## src/dpy_pkg.sv

```systemverilog
// shared types, constants and functions for the direction to pitch/yaw block
`default_nettype none
package dpy_pkg;

	localparam int COORD_WIDTH   = 24;
	localparam int CORDIC_STAGES = 24;
	localparam int PRESCALE      = 58 - COORD_WIDTH;
	localparam int VEC_W         = 64;
	localparam int ANG_W         = 44;
	localparam int ANG_FRAC      = 32;
	localparam int OUT_W         = 17;

	localparam logic [31:0] INV_GAIN = 32'h9B74EDA8;
	localparam logic signed [ANG_W-1:0] DEG180 = ANG_W'(64'd180 << ANG_FRAC);
	localparam logic signed [ANG_W-1:0] DEG360 = ANG_W'(64'd360 << ANG_FRAC);
	localparam logic [19:0] DEG360_Q8 = 20'd92160;
	localparam logic [OUT_W-1:0] PITCH_UP   = OUT_W'(270 * 256);
	localparam logic [OUT_W-1:0] PITCH_DOWN = OUT_W'(90 * 256);

	typedef logic signed [VEC_W-1:0] vec_t;
	typedef logic signed [ANG_W-1:0] ang_t;

	typedef struct packed {
		logic signed [COORD_WIDTH-1:0] src_x;
		logic signed [COORD_WIDTH-1:0] src_y;
		logic signed [COORD_WIDTH-1:0] src_z;
		logic signed [COORD_WIDTH-1:0] dst_x;
		logic signed [COORD_WIDTH-1:0] dst_y;
		logic signed [COORD_WIDTH-1:0] dst_z;
	} in_t;

	typedef struct packed {
		logic [OUT_W-1:0] pitch_angle;
		logic [OUT_W-1:0] yaw_angle;
	} out_t;

	// data that rides alongside a cordic pass
	typedef struct packed {
		vec_t ny;       // -dz, prescaled
		ang_t zy;       // yaw accumulator once pass one is done
		logic flat;     // dx and dy both zero
		logic dz_pos;
	} side_t;

	typedef struct packed {
		vec_t  x;
		vec_t  y;
		ang_t  z;
		side_t side;
	} job_t;

	function automatic ang_t atan_lut(input int i);
		logic signed [63:0] v;
		case (i)
			0: v = 64'sd193273528320;  1: v = 64'sd114096026022;
			2: v = 64'sd60285206653;   3: v = 64'sd30601712202;
			4: v = 64'sd15360239180;   5: v = 64'sd7687607525;
			6: v = 64'sd3844741810;    7: v = 64'sd1922488225;
			8: v = 64'sd961258780;     9: v = 64'sd480631223;
			10: v = 64'sd240315841;    11: v = 64'sd120157949;
			12: v = 64'sd60078978;     13: v = 64'sd30039490;
			14: v = 64'sd15019745;     15: v = 64'sd7509872;
			16: v = 64'sd3754936;      17: v = 64'sd1877468;
			18: v = 64'sd938734;       19: v = 64'sd469367;
			20: v = 64'sd234684;       21: v = 64'sd117342;
			22: v = 64'sd58671;        23: v = 64'sd29335;
			24: v = 64'sd14668;        25: v = 64'sd7334;
			26: v = 64'sd3667;         27: v = 64'sd1833;
			28: v = 64'sd917;          29: v = 64'sd458;
			30: v = 64'sd229;          31: v = 64'sd115;
			default: v = 64'sd0;
		endcase
		return v[ANG_W-1:0];
	endfunction

	// wrap into [0,360), round half up to 8 fraction bits
	function automatic logic [OUT_W-1:0] to_q8(input ang_t z);
		ang_t zz;
		ang_t rnd;
		logic [19:0] q;
		zz = (z < 0) ? z + DEG360 : z;
		if (zz < 0) zz = '0;
		rnd = zz + ANG_W'(64'd1 << (ANG_FRAC - 9));
		q = rnd[ANG_FRAC-8+19:ANG_FRAC-8];
		if (q >= DEG360_Q8) q = q - DEG360_Q8;
		return q[OUT_W-1:0];
	endfunction

endpackage
`default_nettype wire

```

## src/dpy_front.sv

```systemverilog
// front end: forms the direction, classifies it and prescales it for cordic
`default_nettype none
module dpy_front (
	input  wire logic         clk,
	input  wire logic         arst_n,
	input  wire logic         in_valid,
	output logic              in_stall,
	input  wire dpy_pkg::in_t in_beat,
	output logic              job_valid,
	input  wire logic         job_full,
	output dpy_pkg::job_t     job
);
	import dpy_pkg::*;

	logic signed [COORD_WIDTH:0] dx, dy, dz;
	vec_t sx, sy, sz;
	job_t job_d;
	job_t job_s1;
	logic valid_s1;

	always_comb begin
		dx = {in_beat.dst_x[COORD_WIDTH-1], in_beat.dst_x} - {in_beat.src_x[COORD_WIDTH-1], in_beat.src_x};
		dy = {in_beat.dst_y[COORD_WIDTH-1], in_beat.dst_y} - {in_beat.src_y[COORD_WIDTH-1], in_beat.src_y};
		dz = {in_beat.dst_z[COORD_WIDTH-1], in_beat.dst_z} - {in_beat.src_z[COORD_WIDTH-1], in_beat.src_z};
		sx = VEC_W'(dx) <<< PRESCALE;
		sy = VEC_W'(dy) <<< PRESCALE;
		sz = VEC_W'(dz) <<< PRESCALE;
		job_d.side.ny     = -sz;
		job_d.side.zy     = '0;
		job_d.side.flat   = (dx == '0) && (dy == '0);
		job_d.side.dz_pos = (dz > 0);
		// left half plane: flip the vector and start from 180
		if (dx < 0) begin
			job_d.x = -sx;
			job_d.y = -sy;
			job_d.z = DEG180;
		end else begin
			job_d.x = sx;
			job_d.y = sy;
			job_d.z = '0;
		end
	end

	assign in_stall  = valid_s1 && job_full;
	assign job_valid = valid_s1;
	assign job       = job_s1;

	always_ff @(posedge clk or negedge arst_n) begin
		if (!arst_n) begin
			valid_s1 <= 1'b0;
		end else if (!in_stall) begin
			valid_s1 <= in_valid;
		end
	end

	always_ff @(posedge clk) begin
		if (!in_stall && in_valid) begin
			job_s1 <= job_d;
		end
	end

endmodule
`default_nettype wire

```

## config.mk

```make
export PLATFORM = sky130hd
export DESIGN_NAME = dpy_front
export DESIGN_NICKNAME = d
export VERILOG_FILES = /design/src/dpy_pkg.sv /design/src/dpy_front.sv
export SDC_FILE = /design/constraint.sdc
export NUM_CORES = 1
export LEC_CHECK = 0
export BUFFER_PORTS_ARGS = -buffer_cell sky130_fd_sc_hd__buf_2
export CELL_PAD_IN_SITES_DETAIL_PLACEMENT = 1
export CELL_PAD_IN_SITES_GLOBAL_PLACEMENT = 2
export CORE_UTILIZATION = 28
export DETAILED_ROUTE_END_ITERATION = 8
export GPL_TIMING_DRIVEN = 1
export PLACE_DENSITY_LB_ADDON = 0.2
export SYNTH_ARGS = -nofsm -noshare
export SYNTH_HDL_FRONTEND = slang
export SYNTH_SLANG_ARGS = --single-unit
```

## constraint.sdc

```tcl
create_clock -name clk -period 5.65 [get_ports clk]
set_clock_uncertainty 0.05 [all_clocks]
set_input_delay 0.2825 -clock clk [delete_from_list [all_inputs] [get_ports clk]]
set_output_delay 0.2825 -clock clk [all_outputs]
set_load 0.02 [all_outputs]
```

# == After elaboration in Yosys (flattened, before gate mapping) ==
# Cells that the tools add are included.
# totals
regBits,239
memories,0
ram_bits,0
rom_bits,0
elab_cells,24
latchBits,0
# op_classes
n_bitwise,0
n_div,0
n_mux,1
n_reduce_logical,6
shifts,0
n_eq_ne,0
order_cmp,2
multipliers,0
n_addsub,6
# op_table
operator,count
59-bit negation with 64-bit output,3
172-bit two-way mux,1
24-bit by 24-bit subtractor with 25-bit output,3
25-bit logical NOT,2
"25-bit by 1-bit > comparator with 1-bit output, second input constant",1
"25-bit by 1-bit less-than comparator with 1-bit output, second input constant",1
1-bit logical AND,3
1-bit logical NOT,1

# == Depth between registers and ports, before layout ==
# Gate-level depths: netlist (run 1).
# depth
word_depth,3
ltp_mapped,14
mapped_depth_nobuf,13

# == Worst setup path after synthesis (run 1) ==
# No wires, ideal clock.
# synth_timing
path_type,reg2reg
start,reg valid_s1 (netlist: job_valid)
end,"reg job_s1 (netlist bit job[0]), enable pin"
required_ns,5.046
arrival_ns,4.823
setup_slack_ns,0.222
path_stages_with_launch,3
path_cell_list,dfrtp_1 -> and2_1 -> nor2b_1
# synth_via
elab_chain_cells,3
# synth_rtl
item,line,text
from (decl),dpy_front.sv:19,logic valid_s1;
from (signal assigned),dpy_front.sv:52,valid_s1 <= in_valid;
1-bit logical AND,dpy_front.sv:44,assign in_stall = valid_s1 && job_full;
net in_stall,dpy_front.sv:7,"output logic in_stall,"
1-bit logical NOT,dpy_front.sv:57,if (!in_stall && in_valid) begin
1-bit logical AND,dpy_front.sv:57,
to (signal assigned),dpy_front.sv:58,job_s1 <= job_d;
to (decl),dpy_front.sv:18,job_t job_s1;
# The timed path passes the listed nets, and every way through them passes these cells.
# A chain may end at the register's enable or synchronous reset.

==> results of run 1 <==
[power groups by stage]
stage	Clock [mW]	Sequential (mW)	Combinational, mW
global route	0.646	0.950	1.46
finish	0.600	0.942	1.32
CTS	0.623	0.947	1.34
global placement	0	0.961	1.32
detailed placement	0	0.962	1.33
floorplan	0	1.06	0.950
[what timing repair did]
| item | 4_1_cts | 5_1_grt |
|---|---|---|
| endpoints found under the hold margin | 1 | 0 |
| hold buffers | 1 | 0 |
| gates resized for setup | 0 | 0 |
[cells in the mapped netlist, drive strengths merged, types with 11 or more instances]
cell | number | area (um2)
a21oi | 75 | 394
nand3 | 32 | 165
o211ai | 12 | 95.1
a21o | 11 | 82.6
ha | 75 | 938
o21ai | 66 | 338
xor2 | 35 | 307
edfxtp | 93 | 2790
nor2 | 75 | 287
nor3 | 29 | 155
nand2 | 85 | 319
inv | 96 | 360
a211oi | 12 | 103
or3 | 13 | 91.3
o41ai | 14 | 138
xnor2 | 78 | 683
buf | 201 | 1500
and2 | 11 | 68.8
nand2b | 15 | 96.3
nand4 | 14 | 87.6
clkbuf | 18 | 67.6
[flip-flops by register name, summed over array words and instances (netlist names)]
signal,count
job_valid,1
job,93
[worst max-delay path by stage]
stage               endpoint         from  cells past startpoint  slack (ns)
detailed placement  job[109]   in_beat[0]                     13        1.62
finish              job[107]   in_beat[0]                     13        2.00
global placement      job[0]  in_beat[78]                     12        1.63
global route        job[276]  in_beat[48]                     13        1.65
CTS                 job[107]   in_beat[0]                     13        1.99
floorplan             job[0]    job_valid                      2        0.22
[cell type report]
| type | instances | area share, % |
|---|---|---|
| Timing Repair Buffer | 250 | 10.7 |
| Multi-Input combinational cell | 1004 | 54.9 |
| Tap cell | 504 | 5.30 |
| Inverter | 96 | 3.03 |
| Clock buffer | 10 | 2.01 |
| Sequential cell | 94 | 23.7 |
| Clock inverter | 6 | 0.389 |
[routing by layer]
layer,GRT usage (%),vias to the layer above
met1,20.2,4192
met5,0,-
met2,27.8,262
li1,-,4438
met4,5.12,0
met3,1.55,25
[through the flow]
| stage | utilization (%) | power, mW | cell area, um2 | hold slack (ns) |
|---|---|---|---|---|
| floorplan | - | 2.02 | 11300 | -0.0631 |
| detailed placement | 31.4 | 2.29 | 11600 | 0.00927 |
| finish | 32.2 | 2.87 | 11900 | 0.0923 |
| global placement | 31.4 | 2.28 | 11600 | 0.00723 |
| global route | 32.2 | 3.06 | 11900 | 0.0734 |
| CTS | 32.2 | 2.91 | 11900 | 0.0696 |
[worst max-delay path: stages]
cell,delay [ns]
buf_2,0.09
inv_1,0.05
ha_1,0.17
inv_1,0.06
fa_1,0.43
a211oi_4,0.35
nor4b_2,0.12
nor4b_4,0.43
a21boi_1,0.21
nand4b_1,0.24
nor4_2,0.49
nand4_1,0.35
o41a_1,0.41
[cells by family after synthesis]
| kind of cell | Yosys count | synth area share [%] |
|---|---|---|
| AND/OR/NAND/NOR | 336 | 17.2 |
| buffers and inverters | 315 | 18.2 |
| AO/OA/AOI/OAI | 282 | 18.5 |
| XOR/XNOR | 113 | 9.39 |
| flip-flops | 94 | 26.7 |
| adder cells (fa/ha/maj) | 78 | 9.47 |
| multiplexers | 4 | 0.392 |
| other | 1 | 0.0356 |
==> flow_summary.json, run 1 <==
{
  "status": "completed",
  "route.vias.total": 8917,
  "reg2reg_depth": 3,
  "combPwrFrac_pct": 46.2,
  "overflow": 0,
  "grt_start_max_net_pins": 50,
  "tritoncts": "done",
  "worstSkewPairLatency_ns": 0.35,
  "setup.reg_to_reg.worst_slack_ns": 3.52,
  "route.met2.wl_um": 15200,
  "tritoncts_buffers": 9,
  "drt-met1-wl_um": 14000,
  "rsz0062_at_grt": "false",
  "drive_above_1_share_pct": 21.4,
  "initial_antenna_violation_count": 0,
  "pwr-share-clk_pct": 20.9,
  "avgViaCountPerCell": 4.54,
  "worst_hold_path_type": "in2reg",
  "clk_path_buf_depth": 2,
  "synth_seq_area_share_pct": 26.7,
  "sw_frac_of_total_pct": 41.5,
  "postSynth.asyncResetShare_pct": 1.06,
  "total_leakage_power_nw": 5.27,
  "antennaDiodeCount": 0,
  "place.gp.congestion": 0.849,
  "path_max_fanout": 6,
  "port_buffers": 245,
  "synth_flop_cell": "edfxtp_1",
  "max_layer_used": "met4",
  "per_instance_average_area_after_synthesis_um2": 8.62,
  "maxSlewViolCount": 0,
  "power.density_cell_area_nw_per_um2": 241,
  "pwr-share-seq_pct": 32.9,
  "dpl.hpwl_um": 26300,
  "design.die.area_um2": 38400,
  "hold_path_depth": 2,
  "die-width_um": 196,
  "reg2reg_to": "job[80]",
  "cp_arrival_ns": 3.69,
  "via_count_of_the_first_global_routing_pass": 8794,
  "startpoint_type": "primary input",
  "grt_first_pass_wirelength_um": 48200,
  "post_drt_wl_per_cell_um": 15.8,
  "final_common_cell": "buf_2",
  "post_synth_num_cell_types": 95,
  "worst-endpoint-required_ns": 5.69,
  "tritoncts_num_sinks": 94,
  "yosysWarningCount": 0,
  "clock_tree.root_cell": "clkbuf_16",
  "final_setup_fails": 0,
  "timing.fmax_mhz": 274,
  "synthCells": 1223,
  "clk_pin_slew_worst_paths_ns": 0.07,
  "final_cell_count_no_fill": 1964,
  "route.met3.wl_um": 1130,
  "die_height_um": 196,
  "tightest_slew_ns": 0.758,
  "timing.critical_path.to_type": "flip-flop",
  "regArea_um2": 2820,
  "final_net_count": 1681,
  "drv_cap": 0,
  "worst_relative_slew_slack_pct": 49.3,
  "worst_ir_drop_vdd_uv": 129,
  "min_period_over_period_pct": 64.5,
  "area.growth.synth_to_final_pct": 12.8,
  "final.setup.worst_slack_ns": 2.00,
  "dr.first_iter.drc_count": 273,
  "final_antenna_net_count": 0,
  "rows": 70,
  "fin_crit_ns": 3.65,
  "hold_path_startpoint": "in_valid",
  "placed_cells": 1947,
  "most-common-layout-cells": "buf_2 (245), conb_1 (191), inv_1 (96)",
  "setup.worst_path.class": "in2reg",
  "worstHoldEndpoint": "job_valid",
  "filler_cell_count": 4500,
  "overall_routed_net_length_um": 31000,
  "dpl_ws_ns": 1.62,
  "cell_internal_pwr_mw": 1.68,
  "post_synth_edffs": 93,
  "core_footprint_um2": 36900,
  "drc_errors": 0,
  "floorplan.initialDensity_pct": 28.6,
  "detailedRoute.firstPassIterationCount": 4,
  "setup_total_negative_slack_ns": 0,
  "cts_max_level": 3,
  "ports_placed_on_the_boundary": 432,
  "power.switching_mw": 1.19,
  "track_usage_pct": 15.8,
  "hold_viol_final": 0,
  "multi_input_gate_area_um2": 6530,
  "reg2reg_from": "job_valid",
  "postCtsSetupBuffers": 0,
  "number_of_flip_flops_and_latches_in_the_synthesized_netlist": 94,
  "syn-cell-area_um2": 10500
}
No activity file was read; power rests on OpenSTA's default activity.
==> run 2, diff against run 1 <==
--- a/config.mk
+++ b/config.mk
@@ -8,7 +8,7 @@
 export BUFFER_PORTS_ARGS = -buffer_cell sky130_fd_sc_hd__buf_2
 export CELL_PAD_IN_SITES_DETAIL_PLACEMENT = 1
 export CELL_PAD_IN_SITES_GLOBAL_PLACEMENT = 2
-export CORE_UTILIZATION = 28
+export CORE_UTILIZATION = 25
 export DETAILED_ROUTE_END_ITERATION = 8
 export GPL_TIMING_DRIVEN = 1
 export PLACE_DENSITY_LB_ADDON = 0.2
==> constraint.sdc (replaced) <==
create_clock -name clk -period 3.3 [get_ports clk]
set_clock_uncertainty 0.05 [all_clocks]
set_input_delay 0.165 -clock clk [delete_from_list [all_inputs] [get_ports clk]]
set_output_delay 0.165 -clock clk [all_outputs]
set_load 0.02 [all_outputs]
==> flow_summary.json, run 2 (same netlist as run 1, synthesis figures left out) <==
{
  "max_layer_used": "met4",
  "finalCoreUtilization_pct": 32.4,
  "route.met3.wl_um": 1130,
  "worst-endpoint-required_ns": 3.38,
  "worst_relative_slew_slack_pct": 52.1,
  "crit_cells": 11,
  "final_common_cell": "buf_2",
  "power.density_cell_area_nw_per_um2": 412,
  "largest_register_ff_count": 93,
  "final_net_count": 1857,
  "floorplan.initialDensity_pct": 25.6,
  "placed_cells": 2148,
  "most-common-layout-cells": "buf_2 (245), conb_1 (191), buf_4 (177)",
  "timing.fmax_mhz": 313,
  "min_period_over_period_pct": 96.7,
  "drive_above_1_share_pct": 30.1,
  "place.gp.congestion": 0.836,
  "critical_path.max_stage_delay_ns": 0.57,
  "setup.reg_to_reg.worst_slack_ns": 1.48,
  "cell_internal_pwr_mw": 3.31,
  "sw_frac_of_total_pct": 39.8,
  "pwr-share-clk_pct": 22.0,
  "rsz0062_at_grt": "true",
  "antennaDiodeCount": 0,
  "tritoncts": "done",
  "via_count_of_the_first_global_routing_pass": 9687,
  "crit_start": "in_beat[79]",
  "tritoncts_buffers": 9,
  "power.switching_mw": 2.19,
  "worstPathCellList": "buf_2 -> inv_1 -> ha_1 -> nand3_1 -> nor3_1 -> o21ai_0 -> and4_1 -> nor4_1 -> nand4_1 -> or4_4 -> and2_1",
  "reg2reg_from": "job_valid",
  "tightest_slew_ns": 0.711,
  "avgViaCountPerCell": 4.43,
  "final_cell_count_no_fill": 2168,
  "reg2reg_depth": 3,
  "dr.first_iter.drc_count": 260,
  "drc_errors": 0,
  "clock_tree.root_cell": "clkbuf_16",
  "core_footprint_um2": 41200,
  "status": "completed",
  "initial_antenna_violation_count": 0,
  "route.met2.wl_um": 16700,
  "die_height_um": 207,
  "timing.critical_path.max_delay_family": "simple AND/OR/NAND/NOR gates",
  "path_max_fanout": 5,
  "startpoint_type": "primary input",
  "grt_start_max_net_pins": 59,
  "tritoncts_num_sinks": 94,
  "track_usage_pct": 15.3,
  "port_buffers": 245,
  "combPwrFrac_pct": 48.7,
  "ports_placed_on_the_boundary": 432,
  "overflow": 0,
  "die-width_um": 207,
  "setup_total_negative_slack_ns": 0,
  "route.vias.total": 9606,
  "rows": 74,
  "clk_path_buf_depth": 2,
  "drv_cap": 0,
  "area.growth.synth_to_final_pct": 26.6,
  "crit_path_top_delay_cell": "or4_4",
  "reg2reg_to": "job[85]",
  "worstSkewPairLatency_ns": 0.37,
  "cts_max_level": 3,
  "worst_hold_path_type": "in2async",
  "design.die.area_um2": 43000,
  "pwr-share-seq_pct": 29.3,
  "maxSlewViolCount": 0,
  "p_total_mw": 5.50,
  "hold_viol_final": 0,
  "final_antenna_net_count": 0,
  "cp.buffers_inverters": 2,
  "worst_hold_slack_ns": 0.0665,
  "post_drt_wl_per_cell_um": 15.4,
  "drt-met1-wl_um": 15100,
  "setup_crit_end": "job[108]",
  "dpl.hpwl_um": 28300,
  "detailedRoute.firstPassIterationCount": 4,
  "clk_pin_slew_worst_paths_ns": 0.07,
  "worst_ir_drop_vdd_uv": 195,
  "final_setup_fails": 0,
  "grt_first_pass_wirelength_um": 52200,
  "fin_crit_ns": 3.19,
  "setup.worst_path.class": "in2reg",
  "overall_routed_net_length_um": 33500,
  "timing.critical_path.to_type": "flip-flop",
  "cp_arrival_ns": 3.27,
  "total_leakage_power_nw": 6.17
}
[run 2: changes by cell type in the layout (fill, tap and decap cells not counted), sizes merged]
cell,change
buf,+175
inv,+1
clkbuf,-1
bufinv,+2
clkinvlp,-1
dlygate4sd3,+1
clkinv,-1
[run 2: what timing repair did]
action	4_1_cts	5_1_grt
setup buffers	0	2
setup endpoints to repair	0	14
hold endpoints to repair	2	0
hold buffers	2	0
gates resized for setup	0	8
[run 2: through the flow]
stage | area (um2) | setup WS (ns)
3_5_place_dp | 13000 | -0.338
3_3_place_gp | 13000 | -0.309
2_1_floorplan | 11300 | 0.0243
4_1_cts | 13300 | 0.0650
6_report | 13400 | 0.109
5_1_grt | 13400 | -0.00956
[run 2: cell type report]
class,instances,area (um2)
repair buffers,426,2620
well taps,532,666
clock buffers,9,225
clock inverters,7,95.1
fillers,5047,27900
inverters,96,360
flip-flops and latches,94,2820
multi-input cells,1004,6570
[run 2: routing by layer]
| layer | GRT usage [%] | vias up |
|---|---|---|
| met5 | 0 | - |
| met4 | 4.73 | 0 |
| met3 | 1.94 | 28 |
| met2 | 27.1 | 247 |
| met1 | 19.2 | 4533 |
| li1 | - | 4798 |
[run 2: worst min-delay path by stage]
| stage | start | end | slack [ns] |
|---|---|---|---|
| floorplan | arst_n | job_valid | -0.18 |
| global placement | arst_n | job_valid | -0.11 |
| detailed placement | arst_n | job_valid | -0.10 |
| CTS | arst_n | job_valid | 0.007 |
| global route | arst_n | job_valid | 0.05 |
| finish | arst_n | job_valid | 0.07 |
[run 2: power groups by stage]
stage / Combinational (mW) / Clock, mW / Sequential (mW)
after floorplan: 1.63 / 0 / 1.82
after global placement: 2.65 / 0 / 1.64
after detailed placement: 2.69 / 0 / 1.64
after CTS: 2.70 / 1.27 / 1.62
after global routing: 2.94 / 1.30 / 1.63
final: 2.68 / 1.21 / 1.61
[run 2: worst register-to-register path: stages (launching register included)]
cell,delay [ns]
dfrtp_1,0.38
and2_1,0.20
nor2b_4,0.44
buf_12,0.36
