$ cat config.mk
export PLATFORM = sky130hd
export DESIGN_NAME = dpy_queue
export DESIGN_NICKNAME = d
export VERILOG_FILES = /design/src/dpy_pkg.sv /design/src/dpy_queue.sv
export SDC_FILE = /design/constraint.sdc
export NUM_CORES = 1
export LEC_CHECK = 0
export BUFFER_PORTS_ARGS = -buffer_cell sky130_fd_sc_hd__buf_2
export CORE_AREA = 2 2 221 223
export CTS_CLUSTER_DIAMETER = 80
export DETAILED_ROUTE_END_ITERATION = 7
export DIE_AREA = 0 0 223 225
export MAX_ROUTING_LAYER = met4
export PLACE_DENSITY_LB_ADDON = 0.25
export SYNTH_ARGS = -nofsm -noshare
export SYNTH_HDL_FRONTEND = slang
export SYNTH_SLANG_ARGS = --single-unit
$ cat constraint.sdc
create_clock -name clk -period 18.6 [get_ports clk]
set_input_delay 3.72 -clock clk [delete_from_list [all_inputs] [get_ports clk]]
set_output_delay 3.72 -clock clk [all_outputs]
set_load 0.02 [all_outputs]
$ cat src/dpy_pkg.sv
// shared types, constants and functions for the direction to pitch/yaw block
`default_nettype none
package dpy_pkg;

	localparam int COORD_WIDTH   = 24;
	localparam int CORDIC_STAGES = 24;
	localparam int PRESCALE      = 58 - COORD_WIDTH;
	localparam int VEC_W         = 64;
	localparam int ANG_W         = 44;
	localparam int ANG_FRAC      = 32;
	localparam int OUT_W         = 17;

	localparam logic [31:0] INV_GAIN = 32'h9B74EDA8;
	localparam logic signed [ANG_W-1:0] DEG180 = ANG_W'(64'd180 << ANG_FRAC);
	localparam logic signed [ANG_W-1:0] DEG360 = ANG_W'(64'd360 << ANG_FRAC);
	localparam logic [19:0] DEG360_Q8 = 20'd92160;
	localparam logic [OUT_W-1:0] PITCH_UP   = OUT_W'(270 * 256);
	localparam logic [OUT_W-1:0] PITCH_DOWN = OUT_W'(90 * 256);

	typedef logic signed [VEC_W-1:0] vec_t;
	typedef logic signed [ANG_W-1:0] ang_t;

	typedef struct packed {
		logic signed [COORD_WIDTH-1:0] src_x;
		logic signed [COORD_WIDTH-1:0] src_y;
		logic signed [COORD_WIDTH-1:0] src_z;
		logic signed [COORD_WIDTH-1:0] dst_x;
		logic signed [COORD_WIDTH-1:0] dst_y;
		logic signed [COORD_WIDTH-1:0] dst_z;
	} in_t;

	typedef struct packed {
		logic [OUT_W-1:0] pitch_angle;
		logic [OUT_W-1:0] yaw_angle;
	} out_t;

	// data that rides alongside a cordic pass
	typedef struct packed {
		vec_t ny;       // -dz, prescaled
		ang_t zy;       // yaw accumulator once pass one is done
		logic flat;     // dx and dy both zero
		logic dz_pos;
	} side_t;

	typedef struct packed {
		vec_t  x;
		vec_t  y;
		ang_t  z;
		side_t side;
	} job_t;

	function automatic ang_t atan_lut(input int i);
		logic signed [63:0] v;
		case (i)
			0: v = 64'sd193273528320;  1: v = 64'sd114096026022;
			2: v = 64'sd60285206653;   3: v = 64'sd30601712202;
			4: v = 64'sd15360239180;   5: v = 64'sd7687607525;
			6: v = 64'sd3844741810;    7: v = 64'sd1922488225;
			8: v = 64'sd961258780;     9: v = 64'sd480631223;
			10: v = 64'sd240315841;    11: v = 64'sd120157949;
			12: v = 64'sd60078978;     13: v = 64'sd30039490;
			14: v = 64'sd15019745;     15: v = 64'sd7509872;
			16: v = 64'sd3754936;      17: v = 64'sd1877468;
			18: v = 64'sd938734;       19: v = 64'sd469367;
			20: v = 64'sd234684;       21: v = 64'sd117342;
			22: v = 64'sd58671;        23: v = 64'sd29335;
			24: v = 64'sd14668;        25: v = 64'sd7334;
			26: v = 64'sd3667;         27: v = 64'sd1833;
			28: v = 64'sd917;          29: v = 64'sd458;
			30: v = 64'sd229;          31: v = 64'sd115;
			default: v = 64'sd0;
		endcase
		return v[ANG_W-1:0];
	endfunction

	// wrap into [0,360), round half up to 8 fraction bits
	function automatic logic [OUT_W-1:0] to_q8(input ang_t z);
		ang_t zz;
		ang_t rnd;
		logic [19:0] q;
		zz = (z < 0) ? z + DEG360 : z;
		if (zz < 0) zz = '0;
		rnd = zz + ANG_W'(64'd1 << (ANG_FRAC - 9));
		q = rnd[ANG_FRAC-8+19:ANG_FRAC-8];
		if (q >= DEG360_Q8) q = q - DEG360_Q8;
		return q[OUT_W-1:0];
	endfunction

endpackage
`default_nettype wire

$ cat src/dpy_queue.sv
// two-entry queue between the front end and the cordic back end
`default_nettype none
module dpy_queue (
	input  wire logic          clk,
	input  wire logic          arst_n,
	input  wire logic          push,
	input  wire dpy_pkg::job_t push_job,
	output logic               full,
	input  wire logic          pop,
	output logic               empty,
	output dpy_pkg::job_t      pop_job
);
	import dpy_pkg::*;

	job_t mem_q [2];
	logic wr_q, rd_q;
	logic [1:0] cnt_q;
	logic do_push, do_pop;

	assign full    = (cnt_q == 2'd2);
	assign empty   = (cnt_q == 2'd0);
	assign do_push = push && !full;
	assign do_pop  = pop && !empty;
	assign pop_job = mem_q[rd_q];

	always_ff @(posedge clk or negedge arst_n) begin
		if (!arst_n) begin
			wr_q  <= 1'b0;
			rd_q  <= 1'b0;
			cnt_q <= 2'd0;
		end else begin
			if (do_push) wr_q <= !wr_q;
			if (do_pop) rd_q <= !rd_q;
			cnt_q <= cnt_q + {1'b0, do_push} - {1'b0, do_pop};
		end
	end

	always_ff @(posedge clk) begin
		if (do_push) begin
			mem_q[wr_q] <= push_job;
		end
	end

endmodule
`default_nettype wire

Yosys cells after proc, flatten, opt, wreduce, memory -nomap -nowiden --
Memory sizes are Yosys's and may differ from the RTL's. Index checks and enable logic that the tools add are counted.
Word-level totals: register bits 4, memory bits (writable) 564, input bits 286, output and inout port bits 284, logic and storage cells 16, memories kept 1
Cells by class: $add $sub $neg 2, equality and inequality tests 1, mux-type cells 2, reductions and logical operators 7
Memories:
- mem_q | depth 2, bits a word 282, read ports 1, clocked after memory_dff 0, wr ports 1, RTL line dpy_queue.sv:15 | job_t mem_q [2];
Operators with widths (number):
- $logic_not 1->1 | 4
- $add 2x1->2 | 1
- $eq 2x2->1 const B | 1
- $logic_and 1x1->1 | 2
- $logic_not 2->1 | 1
- $mux 1 | 2
- $sub 2x1->2 | 1

Logic depth before layout (Yosys ltp) --
Gate-level depths: netlist of run 1.
word-level depth 5, mapped depth 7, depth with buffers taken out 7

Least setup slack after synthesis of run 1 --
Ideal clock, no wire load.
path type input to register, start input push, end memory mem_q[0][0] (netlist bit) (enable), library setup time 0.930 ns, arrival time 15.492 ns, data required time 17.670 ns, slack 2.178 ns, stages 2, path buffers 0, cells stage by stage nand2_1 nor2_1
On the way: longest elaborated chain between the ends 3
RTL lines:
- start, declared | RTL line dpy_queue.sv:6 | input wire logic push,
- $logic_and 1x1->1 | RTL line dpy_queue.sv:22 | assign do_push = push && !full;
- $mux 1 | RTL line dpy_queue.sv:39 | if (do_push) begin
- $mux 1 (implied by the code) | RTL line dpy_queue.sv:40 | mem_q[wr_q] <= push_job;
- end, declared | RTL line dpy_queue.sv:15
No other way between the ends.

==> run metrics, run 1 <==
Die X-Extent=approximately 220 um; number of violations reported at the end of detailed-routing iteration 0=554; measured slew at the worst slew-check pin=about 1.2 ns; startpoint type of the worst setup path=register; f_max=roughly 0.14 GHz; final total negative setup slack=0 ns; utilization after layout=54.3%; final critical-path share of the clock period=38.1%; total number of vias=10,611; leftover overflow at the end of global routing=0; final routed DRC violation total=0; number of buffers inserted during clock tree synthesis=56; crit path DAT=3.37 ns; ordered cell list for the critical path=buf_4 -> mux2_2 -> buf_2; Power per Cell Area=166 nW/um2; multi-input logic area=3280 um2; Worst Hold Slack=0.514 ns; final critical-path setup slack=11.51 ns; final-report hold violation count=0; yosys warns=0; Setup Slack @ Placement=11.14 ns; outcome=finished, final reports clean; Core Rows=80; Die Outline Area=about 50,000 um2; clock tree from TritonCTS=built; number of maximum-capacitance violations=0; clock root cell=sky130_fd_sc_hd__clkbuf_16; register area share after synthesis=between 80 and 90%; height of the die=~230 um; maximum count of clock buffers along a single path=3; maximum ir drop on the vdd rail=0.111 mV; Finished Cell Area=~26,000 um2; core region area=47,500 um2; first-pass detailed-route iteration total=6; Setup Skew=0.0201 ns; average footprint of a synthesized cell=~23 um2; element type at the critical path end=output port; average via count per standard cell=4.86; number of primary I/O pins=570; CP max stage cell=sky130_fd_sc_hd__dfrtp_4; post-CTS sizing=0; Clock Pin Slew Worst Setup and Hold Paths=0.06 ns; FF+latch count, synth=between 500 and 600; maximum level of the CTS H-tree=2; number of I/O port buffers=569; number of nets in the layout=1,787; Skew-Pair Late Insertion Delay=0.59 ns; number of buffers inserted for hold repair after clock tree synthesis=0; GPL Wtd Cong=0.779; Static Leak=9.57 nW; post-synth design cell area=~21,000 um2; first-pass GRT wire length=65.9 mm; Post-CTS Setup Bufs=0; largest net degree at the start of global routing=144; remaining antenna violation count after routing=0; wire length reported by the detailed router=46.0 mm; post-place instance area=24,000 um2; number of unique standard cell types used by synthesis=14; TritonCTS sink count=between 500 and 600; number of global-route vias before repair=11,146; syn nets=around 1,200; fraction of final layout cells sized beyond drive strength 1=between 60% and 70%; endpoint required time on the critical path=14.88 ns; number of instances in the synthesized netlist=895; GRT Util Overall=18.2%; Worst Hold Class=reg2reg; initial antenna violation count=25; unrepaired setup endpoints after global routing=false; Max stage delay on crit path=1.17 ns; Register Area=17,000 um2; placed wire-length estimate after detailed placement=31.2 mm; Syn-to-layout area delta=25.0%; cell family with most CP delay=flip-flops; minimum period implied by the final worst setup slack=7.09 ns; number of filler cells placed in the layout=~3,800; number of buffers and inverters on the critical path=2; WL per Instance=21.1 um; slew margin rel.=22.7%; final count of negative-setup-slack endpoints=0; Initial Util=43.4%; Setup Crit Path Kind=reg2out; Max Slew Vio Count=0; largest fanout on the critical path=81
[where the power goes]
group	switching [mW]	leakage [nW]	internal (mW)	total, mW
Sequential	0.0898	5.28	1.75	1.84
Clock	0.447	0.838	0.617	1.06
Combinational	0.876	3.45	0.515	1.39
Total	1.41	9.57	2.88	4.30
[sequential cells by signal, indices dropped and copies added, names as in the netlist]
signal  flops
mem_q     564
cnt_q       2
rd_q        1
wr_q        1
[stage by stage]
step | instances | power (mW)
5_1_grt | 2183 | 4.48
2_1_floorplan | 895 | 2.95
4_1_cts | 2158 | 4.35
3_5_place_dp | 2056 | 3.28
3_3_place_gp | 2056 | 3.27
6_report | 2183 | 4.30
[cells in the final DEF, fill, tap and decap left out]
cell and n:
sky130_fd_sc_hd__buf_2 569, sky130_fd_sc_hd__diode_2 25, sky130_fd_sc_hd__inv_6 2, sky130_fd_sc_hd__mux2_2 282, sky130_fd_sc_hd__clkinv_1 11, sky130_fd_sc_hd__buf_4 6
sky130_fd_sc_hd__ha_1 2, sky130_fd_sc_hd__xor2_1 1, sky130_fd_sc_hd__clkbuf_1 21, sky130_fd_sc_hd__dfrtp_4 1, sky130_fd_sc_hd__nor2_4 1, sky130_fd_sc_hd__bufinv_16 4
sky130_fd_sc_hd__clkinv_2 7, sky130_fd_sc_hd__edfxtp_1 564, sky130_fd_sc_hd__nor2_1 1, sky130_fd_sc_hd__nand2_1 1, sky130_fd_sc_hd__clkbuf_16 57, sky130_fd_sc_hd__dfrtp_1 3
sky130_fd_sc_hd__and3_4 1, sky130_fd_sc_hd__buf_12 2, sky130_fd_sc_hd__nor2b_1 1, sky130_fd_sc_hd__inv_1 2, sky130_fd_sc_hd__nand2b_1 1, sky130_fd_sc_hd__xnor2_1 3
[cells in the mapped netlist]
library cell | count | share of area [%]
sky130_fd_sc_hd__and3_1 | 1 | 0.030
sky130_fd_sc_hd__buf_6 | 30 | 1.6
sky130_fd_sc_hd__buf_2 | 1 | 0.024
sky130_fd_sc_hd__dfrtp_1 | 4 | 0.48
sky130_fd_sc_hd__edfxtp_1 | 564 | 82
sky130_fd_sc_hd__nor2b_1 | 1 | 0.030
sky130_fd_sc_hd__nand2b_1 | 1 | 0.030
sky130_fd_sc_hd__ha_1 | 2 | 0.12
sky130_fd_sc_hd__xnor2_1 | 3 | 0.13
sky130_fd_sc_hd__nand2_1 | 1 | 0.018
sky130_fd_sc_hd__inv_1 | 2 | 0.036
sky130_fd_sc_hd__nor2_1 | 2 | 0.036
sky130_fd_sc_hd__mux2_2 | 282 | 15
sky130_fd_sc_hd__xor2_1 | 1 | 0.042
[kinds of logic (layout without fill, tap and decap cells)]
kind of cell | after synthesis | in the layout | share of synthesized area (%)
xor gates and xnor gates | 4 | 4 | 0.170
DFF | 568 | 568 | 82.5
other | 0 | 25 | 0
adders and majority gates | 2 | 2 | 0.121
muxes | 282 | 282 | 15.4
and+or+nand+nor | 6 | 6 | 0.145
buffers and inverters | 33 | 681 | 1.70
[worst reg2reg max path, delay by kind of cell (launching register included)]
family	cells	cell delay [ns]
simple gates	3	0.84
flops	1	0.40
buf+inv	3	2.45
[per-layer routing]
layer	part of all wire (%)	track usage [%]
met3	11	9.00
met2	49	29.3
met4	2.8	6.62
met5	0	-
met1	37	19.4
[final cells by class]
cell class	instances	share of cell area, %
Antenna cell	25	0.242
Clock buffer	78	5.83
Clock inverter	24	0.829
Inverter	2	0.0291
Multi-Input combinational cell	294	12.7
Sequential cell	568	66.0
Tap cell	615	2.98
Timing Repair Buffer	577	11.4
[final timing paths]
kind | from | slack (ns) | to | cells past startpoint
max | rd_q$_DFFE_PN0P_ | 11.51 | pop_job[261] | 3
min | cnt_q[1]$_DFF_PN0_ | 0.51 | cnt_q[1]$_DFF_PN0_ | 1
max reg2reg | cnt_q[1]$_DFF_PN0_ | 14.40 | mem_q[0][59]$_DFFE_PP_ | 6
min reg2reg | cnt_q[1]$_DFF_PN0_ | 0.51 | cnt_q[1]$_DFF_PN0_ | 1
max in group asynchronous | arst_n | 15.54 | rd_q$_DFFE_PN0P_ | 1
min in group asynchronous | arst_n | 2.92 | cnt_q[0]$_DFF_PN0_ | 1
Power figures use the tool's default switching activity.
==> run 2: changes to the inputs <==
==> constraint.sdc (replaced) <==
create_clock -name clk -period 6.7 [get_ports clk]
set_input_delay 1.34 -clock clk [delete_from_list [all_inputs] [get_ports clk]]
set_output_delay 1.34 -clock clk [all_outputs]
set_load 0.02 [all_outputs]
==> run metrics, run 2 (same netlist as run 1, synthesis figures left out) <==
Max Slew Vio Count=0; post-CTS sizing=0; number of I/O port buffers=569; Post-CTS Setup Bufs=0; biggest regs=mem_q (564), cnt_q (2); depth of the worst hold-timing path=1; slew margin rel.=26.5%; end of the worst register-to-register path=mem_q[1][133]$_DFFE_PP_; minimum period implied by the final worst setup slack=~4.2 ns; Finished Cell Area=25,800 um2; Setup Slack @ Placement=3.02 ns; Initial Util=43.4%; number of maximum-capacitance violations=0; Power per Cell Area=462 nW/um2; element type at the critical path end=output port; Worst Hold Slack=0.504 ns; average via count per standard cell=just under 5; wire length reported by the detailed router=around 46 mm; first-pass GRT wire length=between 60 and 70 mm; register containing the most flip-flops in the final layout=mem_q; TritonCTS sink count=568; final count of negative-setup-slack endpoints=0; WL per Instance=21.2 um; number of violations reported at the end of detailed-routing iteration 0=623; height of the die=225 um; Setup Skew=0.0129 ns; Register-to-Register Path Depth=3; WHS Endpoint=cnt_q[1]$_DFF_PN0_; unrepaired setup endpoints after global routing=false; number of primary I/O pins=570; initial antenna violation count=19; measured slew at the worst slew-check pin=~1.1 ns; Setup Crit Path Kind=reg2out; number of buffers inserted for hold repair after clock tree synthesis=0; outcome=finished, final reports clean; number of cells in the design after placement=2,056; Hold Path Origin=cnt_q[1]$_DFF_PN0_; final routed DRC violation total=0; launch instance of the worst register-to-register path=cnt_q[0]$_DFF_PN0_; Static Leak=9.58 nW; Core Rows=80; post-place instance area=24,100 um2; leftover overflow at the end of global routing=0; clock tree from TritonCTS=built; internal reg-to-reg setup slack=4.44 ns; final standard cell count with taps included and fillers excluded=~2,200; remaining antenna violation count after routing=0; maximum ir drop on the vdd rail=0.276 mV; CP max stage cell=sky130_fd_sc_hd__dfrtp_4; Syn-to-layout area delta=25.0%; most used cells in the layout excluding fill and tap cells=sky130_fd_sc_hd__buf_2 (569), sky130_fd_sc_hd__edfxtp_1 (564), sky130_fd_sc_hd__mux2_2 (282); Max stage delay on crit path=1.04 ns; largest net degree at the start of global routing=167; final critical-path setup slack=2.46 ns; utilization after layout=54.3%; fraction of final layout cells sized beyond drive strength 1=between 60% and 70%; total number of vias=10,535; most common library cell in the layout ignoring fill and taps=sky130_fd_sc_hd__buf_2; Clock Pin Slew Worst Setup and Hold Paths=approximately 0.06 ns; largest fanout on the critical path=66; ordered cell list for the critical path=buf_4 -> mux2_2 -> buf_2; number of global-route vias before repair=10,988; maximum level of the CTS H-tree=2; placed wire-length estimate after detailed placement=between 30 and 40 mm; core region area=47,500 um2; crit path DAT=2.90 ns; post-route total power=11.9 mW; endpoint required time on the critical path=approximately 5.4 ns; final critical-path share of the clock period=63.4%; number of buffers inserted during clock tree synthesis=56; Die X-Extent=223 um; GRT Util Overall=between 10% and 20%; Largest register FFs=564; final total negative setup slack=0 ns; Die Outline Area=about 50,000 um2; clock root cell=sky130_fd_sc_hd__clkbuf_16; first-pass detailed-route iteration total=6; Worst Hold Class=reg2reg; maximum count of clock buffers along a single path=3; final-report hold violation count=0; Skew-Pair Late Insertion Delay=about 0.59 ns; GPL Wtd Cong=~0.84; startpoint type of the worst setup path=register; f_max=roughly 0.24 GHz; number of nets in the layout=roughly 1,800
## run 2: cell types whose count changed in the layout (fill, tap and decap cells not counted), sizes merged
| cell | change |
|---|---|
| diode | -7 |
| clkbuf | -3 |
| clkinv | -2 |
| clkinvlp | +1 |
## run 2: worst max-delay path by stage
stage	end	startpoint
after CTS	pop_job[115]	rd_q$_DFFE_PN0P_
after floorplan	mem_q[0][0]$_DFFE_PP_	push
after detailed placement	pop_job[115]	rd_q$_DFFE_PN0P_
after global routing	pop_job[115]	rd_q$_DFFE_PN0P_
final	pop_job[179]	rd_q$_DFFE_PN0P_
after global placement	pop_job[115]	rd_q$_DFFE_PN0P_
## run 2: layout make-up
class                   count  area (um2)
fillers                  3746       21700
flip-flops and latches    568       17000
multi-input cells         294        3280
repair buffers            577        2970
clock buffers              75        1490
well taps                 615         769
clock inverters            23         219
diodes                     18        45.0
inverters                   2        7.51
## run 2: worst max-delay path, delay by kind of cell, from the launching register on
family,cells,cell delay [ns]
flops,1,1.04
buf+inv,2,0.77
mux,1,0.41
## run 2: layer usage
layer	wire, um	track usage, %	part of all wire, %	vias up
met5	0	-	0	-
met2	22300	28.9	48	410
met3	4990	8.06	11	88
met1	17400	20.0	38	5225
met4	1410	7.08	3.0	0
li1	-	-	-	4812
## run 2: report_power, final
group | internal, mW | leakage, nW | switching, mW
clock network | 1.71 | 0.834 | 1.25
registers | 4.86 | 5.28 | 0.241
logic | 1.44 | 3.46 | 2.43
total | 8.01 | 9.58 | 3.92
==> run 3: changes to the inputs <==
--- a/config.mk
+++ b/config.mk
@@ -5,11 +5,12 @@
 export SDC_FILE = /design/constraint.sdc
 export NUM_CORES = 1
 export LEC_CHECK = 0
+export ABC_AREA = 1
 export BUFFER_PORTS_ARGS = -buffer_cell sky130_fd_sc_hd__buf_2
-export CORE_AREA = 2 2 221 223
+export CORE_AREA = 2 2 223 225
 export CTS_CLUSTER_DIAMETER = 80
 export DETAILED_ROUTE_END_ITERATION = 7
-export DIE_AREA = 0 0 223 225
+export DIE_AREA = 0 0 225 227
 export MAX_ROUTING_LAYER = met4
 export PLACE_DENSITY_LB_ADDON = 0.25
 export SYNTH_ARGS = -nofsm -noshare
==> constraint.sdc (replaced) <==
create_clock -name clk -period 4.1 [get_ports clk]
set_input_delay 0.82 -clock clk [delete_from_list [all_inputs] [get_ports clk]]
set_output_delay 0.82 -clock clk [all_outputs]
set_load 0.02 [all_outputs]
==> run metrics, run 3 <==
GRT Util Overall=19.6%; register containing the most flip-flops in the final layout=mem_q; number of enable-type register cells in the synthesized netlist=roughly 560; Die X-Extent=approximately 230 um; Post-CTS Setup Bufs=0; Syn-to-layout area delta=25.1%; endpoint required time on the critical path=3.28 ns; Initial Util=43.1%; fraction of final layout cells sized beyond drive strength 1=32.1%; number of buffers inserted during clock tree synthesis=between 50 and 60; maximum level of the CTS H-tree=2; number of maximum-capacitance violations=0; total number of vias=13,129; initial antenna violation count=24; maximum ir drop on the vdd rail=0.553 mV; placed wire-length estimate after detailed placement=about 35 mm; startpoint type of the worst setup path=register; FF+latch count, synth=568; element type at the critical path end=output port; crit path DAT=2.81 ns; WL per Instance=18.4 um; minimum period implied by the final worst setup slack=3.63 ns; final routed DRC violation total=0; number of instances in the synthesized netlist=1,507; Max Slew Vio Count=0; number of primary I/O pins=570; outcome=finished, final reports clean; core region area=48,500 um2; Worst Hold Class=in2reg; number of global-route vias before repair=12,673; post-synth design cell area=roughly 21,000 um2; syn nets=about 1,800; Finished Cell Area=~26,000 um2; Setup Skew=0.00913 ns; number of I/O port buffers=569; first-pass GRT wire length=73.0 mm; clock root cell=sky130_fd_sc_hd__clkbuf_16; post-synthesis cell type with the largest combined area=sky130_fd_sc_hd__edfxtp_1; most common library cell in the layout ignoring fill and taps=sky130_fd_sc_hd__nand2_1; leftover overflow at the end of global routing=0; final count of negative-setup-slack endpoints=0; Static Leak=~11 nW; average via count per standard cell=4.71; share of the synthesized area in the top cell type=81.0%; most instantiated flip-flop cell in the synthesis netlist=sky130_fd_sc_hd__edfxtp_1; Largest register FFs=~560; Power per Cell Area=784 nW/um2; post-place instance area=around 24,000 um2; height of the die=227 um; number of violations reported at the end of detailed-routing iteration 0=~710; unrepaired setup endpoints after global routing=false; yosys warns=0; final total negative setup slack=0 ns; post-CTS sizing=0; number of nets in the layout=2,385; most used cells in the layout excluding fill and tap cells=sky130_fd_sc_hd__nand2_1 (858), sky130_fd_sc_hd__buf_2 (569), sky130_fd_sc_hd__edfxtp_1 (564); first-pass detailed-route iteration total=4; largest fanout on the critical path=127; final-report hold violation count=0; ys async rst share=0.704%; average footprint of a synthesized cell=13.9 um2; clock tree from TritonCTS=built; number of filler cells placed in the layout=4,077; Setup Crit Path Kind=reg2out; leading post-synthesis cells by instance count=sky130_fd_sc_hd__nand2_1 (859), sky130_fd_sc_hd__edfxtp_1 (564), sky130_fd_sc_hd__buf_6 (31); remaining antenna violation count after routing=0; measured slew at the worst slew-check pin=0.965 ns; Clock Pin Slew Worst Setup and Hold Paths=0.06 ns; top post-synthesis cells by area=sky130_fd_sc_hd__edfxtp_1 (81%), sky130_fd_sc_hd__nand2_1 (15%), sky130_fd_sc_hd__buf_6 (1.7%); wire length reported by the detailed router=51.3 mm; GPL Wtd Cong=0.812; biggest regs=mem_q (564), cnt_q (2); number of buffers inserted for hold repair after clock tree synthesis=1; Skew-Pair Late Insertion Delay=roughly 0.58 ns; register area share after synthesis=81.5%; largest net degree at the start of global routing=148; leading cell type by number of instances after synthesis=sky130_fd_sc_hd__nand2_1; TritonCTS sink count=568; Core Rows=81; number of unique standard cell types used by synthesis=11; f_max=0.275 GHz; post-route total power=20.5 mW; maximum count of clock buffers along a single path=3; final critical-path share of the clock period=88.6%; slew margin rel.=35.7%; Die Outline Area=approximately 51,000 um2
==> run 3: changes by cell type after synthesis, sizes merged, moves of 3 or more <==
cell and delta:
nand2 +858, mux2 -282, buf +32, inv +9, nand3 +3, xnor2 -3
==> run 3: cell type report <==
| cell class | count | area [um2] | area share (%) |
|---|---|---|---|
| antenna | 25 | 62.6 | 0.239 |
| timing repair buffer | 595 | 3120 | 11.9 |
| inverter | 11 | 52.6 | 0.201 |
| clock inverter | 37 | 350 | 1.34 |
| multi-input combinational | 865 | 3300 | 12.6 |
| tap | 622 | 778 | 2.98 |
| clock buffer | 62 | 1450 | 5.53 |
| sequential | 568 | 17000 | 65.2 |
==> run 3: power by group <==
part / internal (mW) / leakage, nW / switching [mW]
clock network: 2.91 / 0.890 / 2.09
logic: 1.91 / 5.05 / 5.35
registers: 7.91 / 5.29 / 0.332
==> run 3: metrics by stage <==
| step | cells | utilization (%) | setup slack (ns) | hold slack (ns) |
|---|---|---|---|---|
| final | 2785 | 53.9 | 0.469 | 0.416 |
| after detailed placement | 2660 | 50.0 | 1.06 | 0.483 |
| after CTS | 2760 | 53.7 | 0.403 | 0.373 |
| after global placement | 2660 | 50.0 | 1.09 | 0.457 |
| after floorplan | 1507 | - | -1.39 | 0.442 |
| after global routing | 2783 | 53.9 | 0.295 | 0.387 |
==> run 3: per-layer routing <==
layer / wire length [um] / vias up / global-route usage, %
met2: 25000 / 476 / 31.1
met4: 1240 / 0 / 7.09
met1: 20400 / 6258 / 23.8
met3: 4670 / 80 / 6.29
li1: - / 6315 / -
met5: 0 / - / -
==> run 3: worst paths after layout <==
check	from	end	slack, ns	cells after the start
max	rd_q$_DFFE_PN0P_	pop_job[2]	0.47	5
min	push_job[258]	mem_q[1][258]$_DFFE_PP_	0.42	1
max reg2reg	cnt_q[0]$_DFF_PN0_	mem_q[0][112]$_DFFE_PP_	1.80	5
min reg2reg	wr_q$_DFFE_PN0P_	wr_q$_DFFE_PN0P_	0.49	2
max in group asynchronous	arst_n	rd_q$_DFFE_PN0P_	3.34	2
min in group asynchronous	arst_n	cnt_q[0]$_DFF_PN0_	0.62	2
==> run 3: cell families (layout without fill, tap and decap cells) <==
| family | Yosys count | after routing | share of synthesized area, % |
|---|---|---|---|
| flip-flops | 568 | 568 | 81.5 |
| adder cells (fa/ha/maj) | 2 | 2 | 0.120 |
| buffers and inverters | 74 | 705 | 2.88 |
| other | 0 | 25 | 0 |
| AND/OR/NAND/NOR | 863 | 863 | 15.5 |
==> run 3: worst max-delay path, cell delays in order (launching register included) <==
cell                      delay [ns]
sky130_fd_sc_hd__dfrtp_4        0.66
sky130_fd_sc_hd__inv_8          0.64
sky130_fd_sc_hd__buf_4          0.46
sky130_fd_sc_hd__nand2_1        0.08
sky130_fd_sc_hd__nand2_1        0.11
sky130_fd_sc_hd__buf_2          0.18
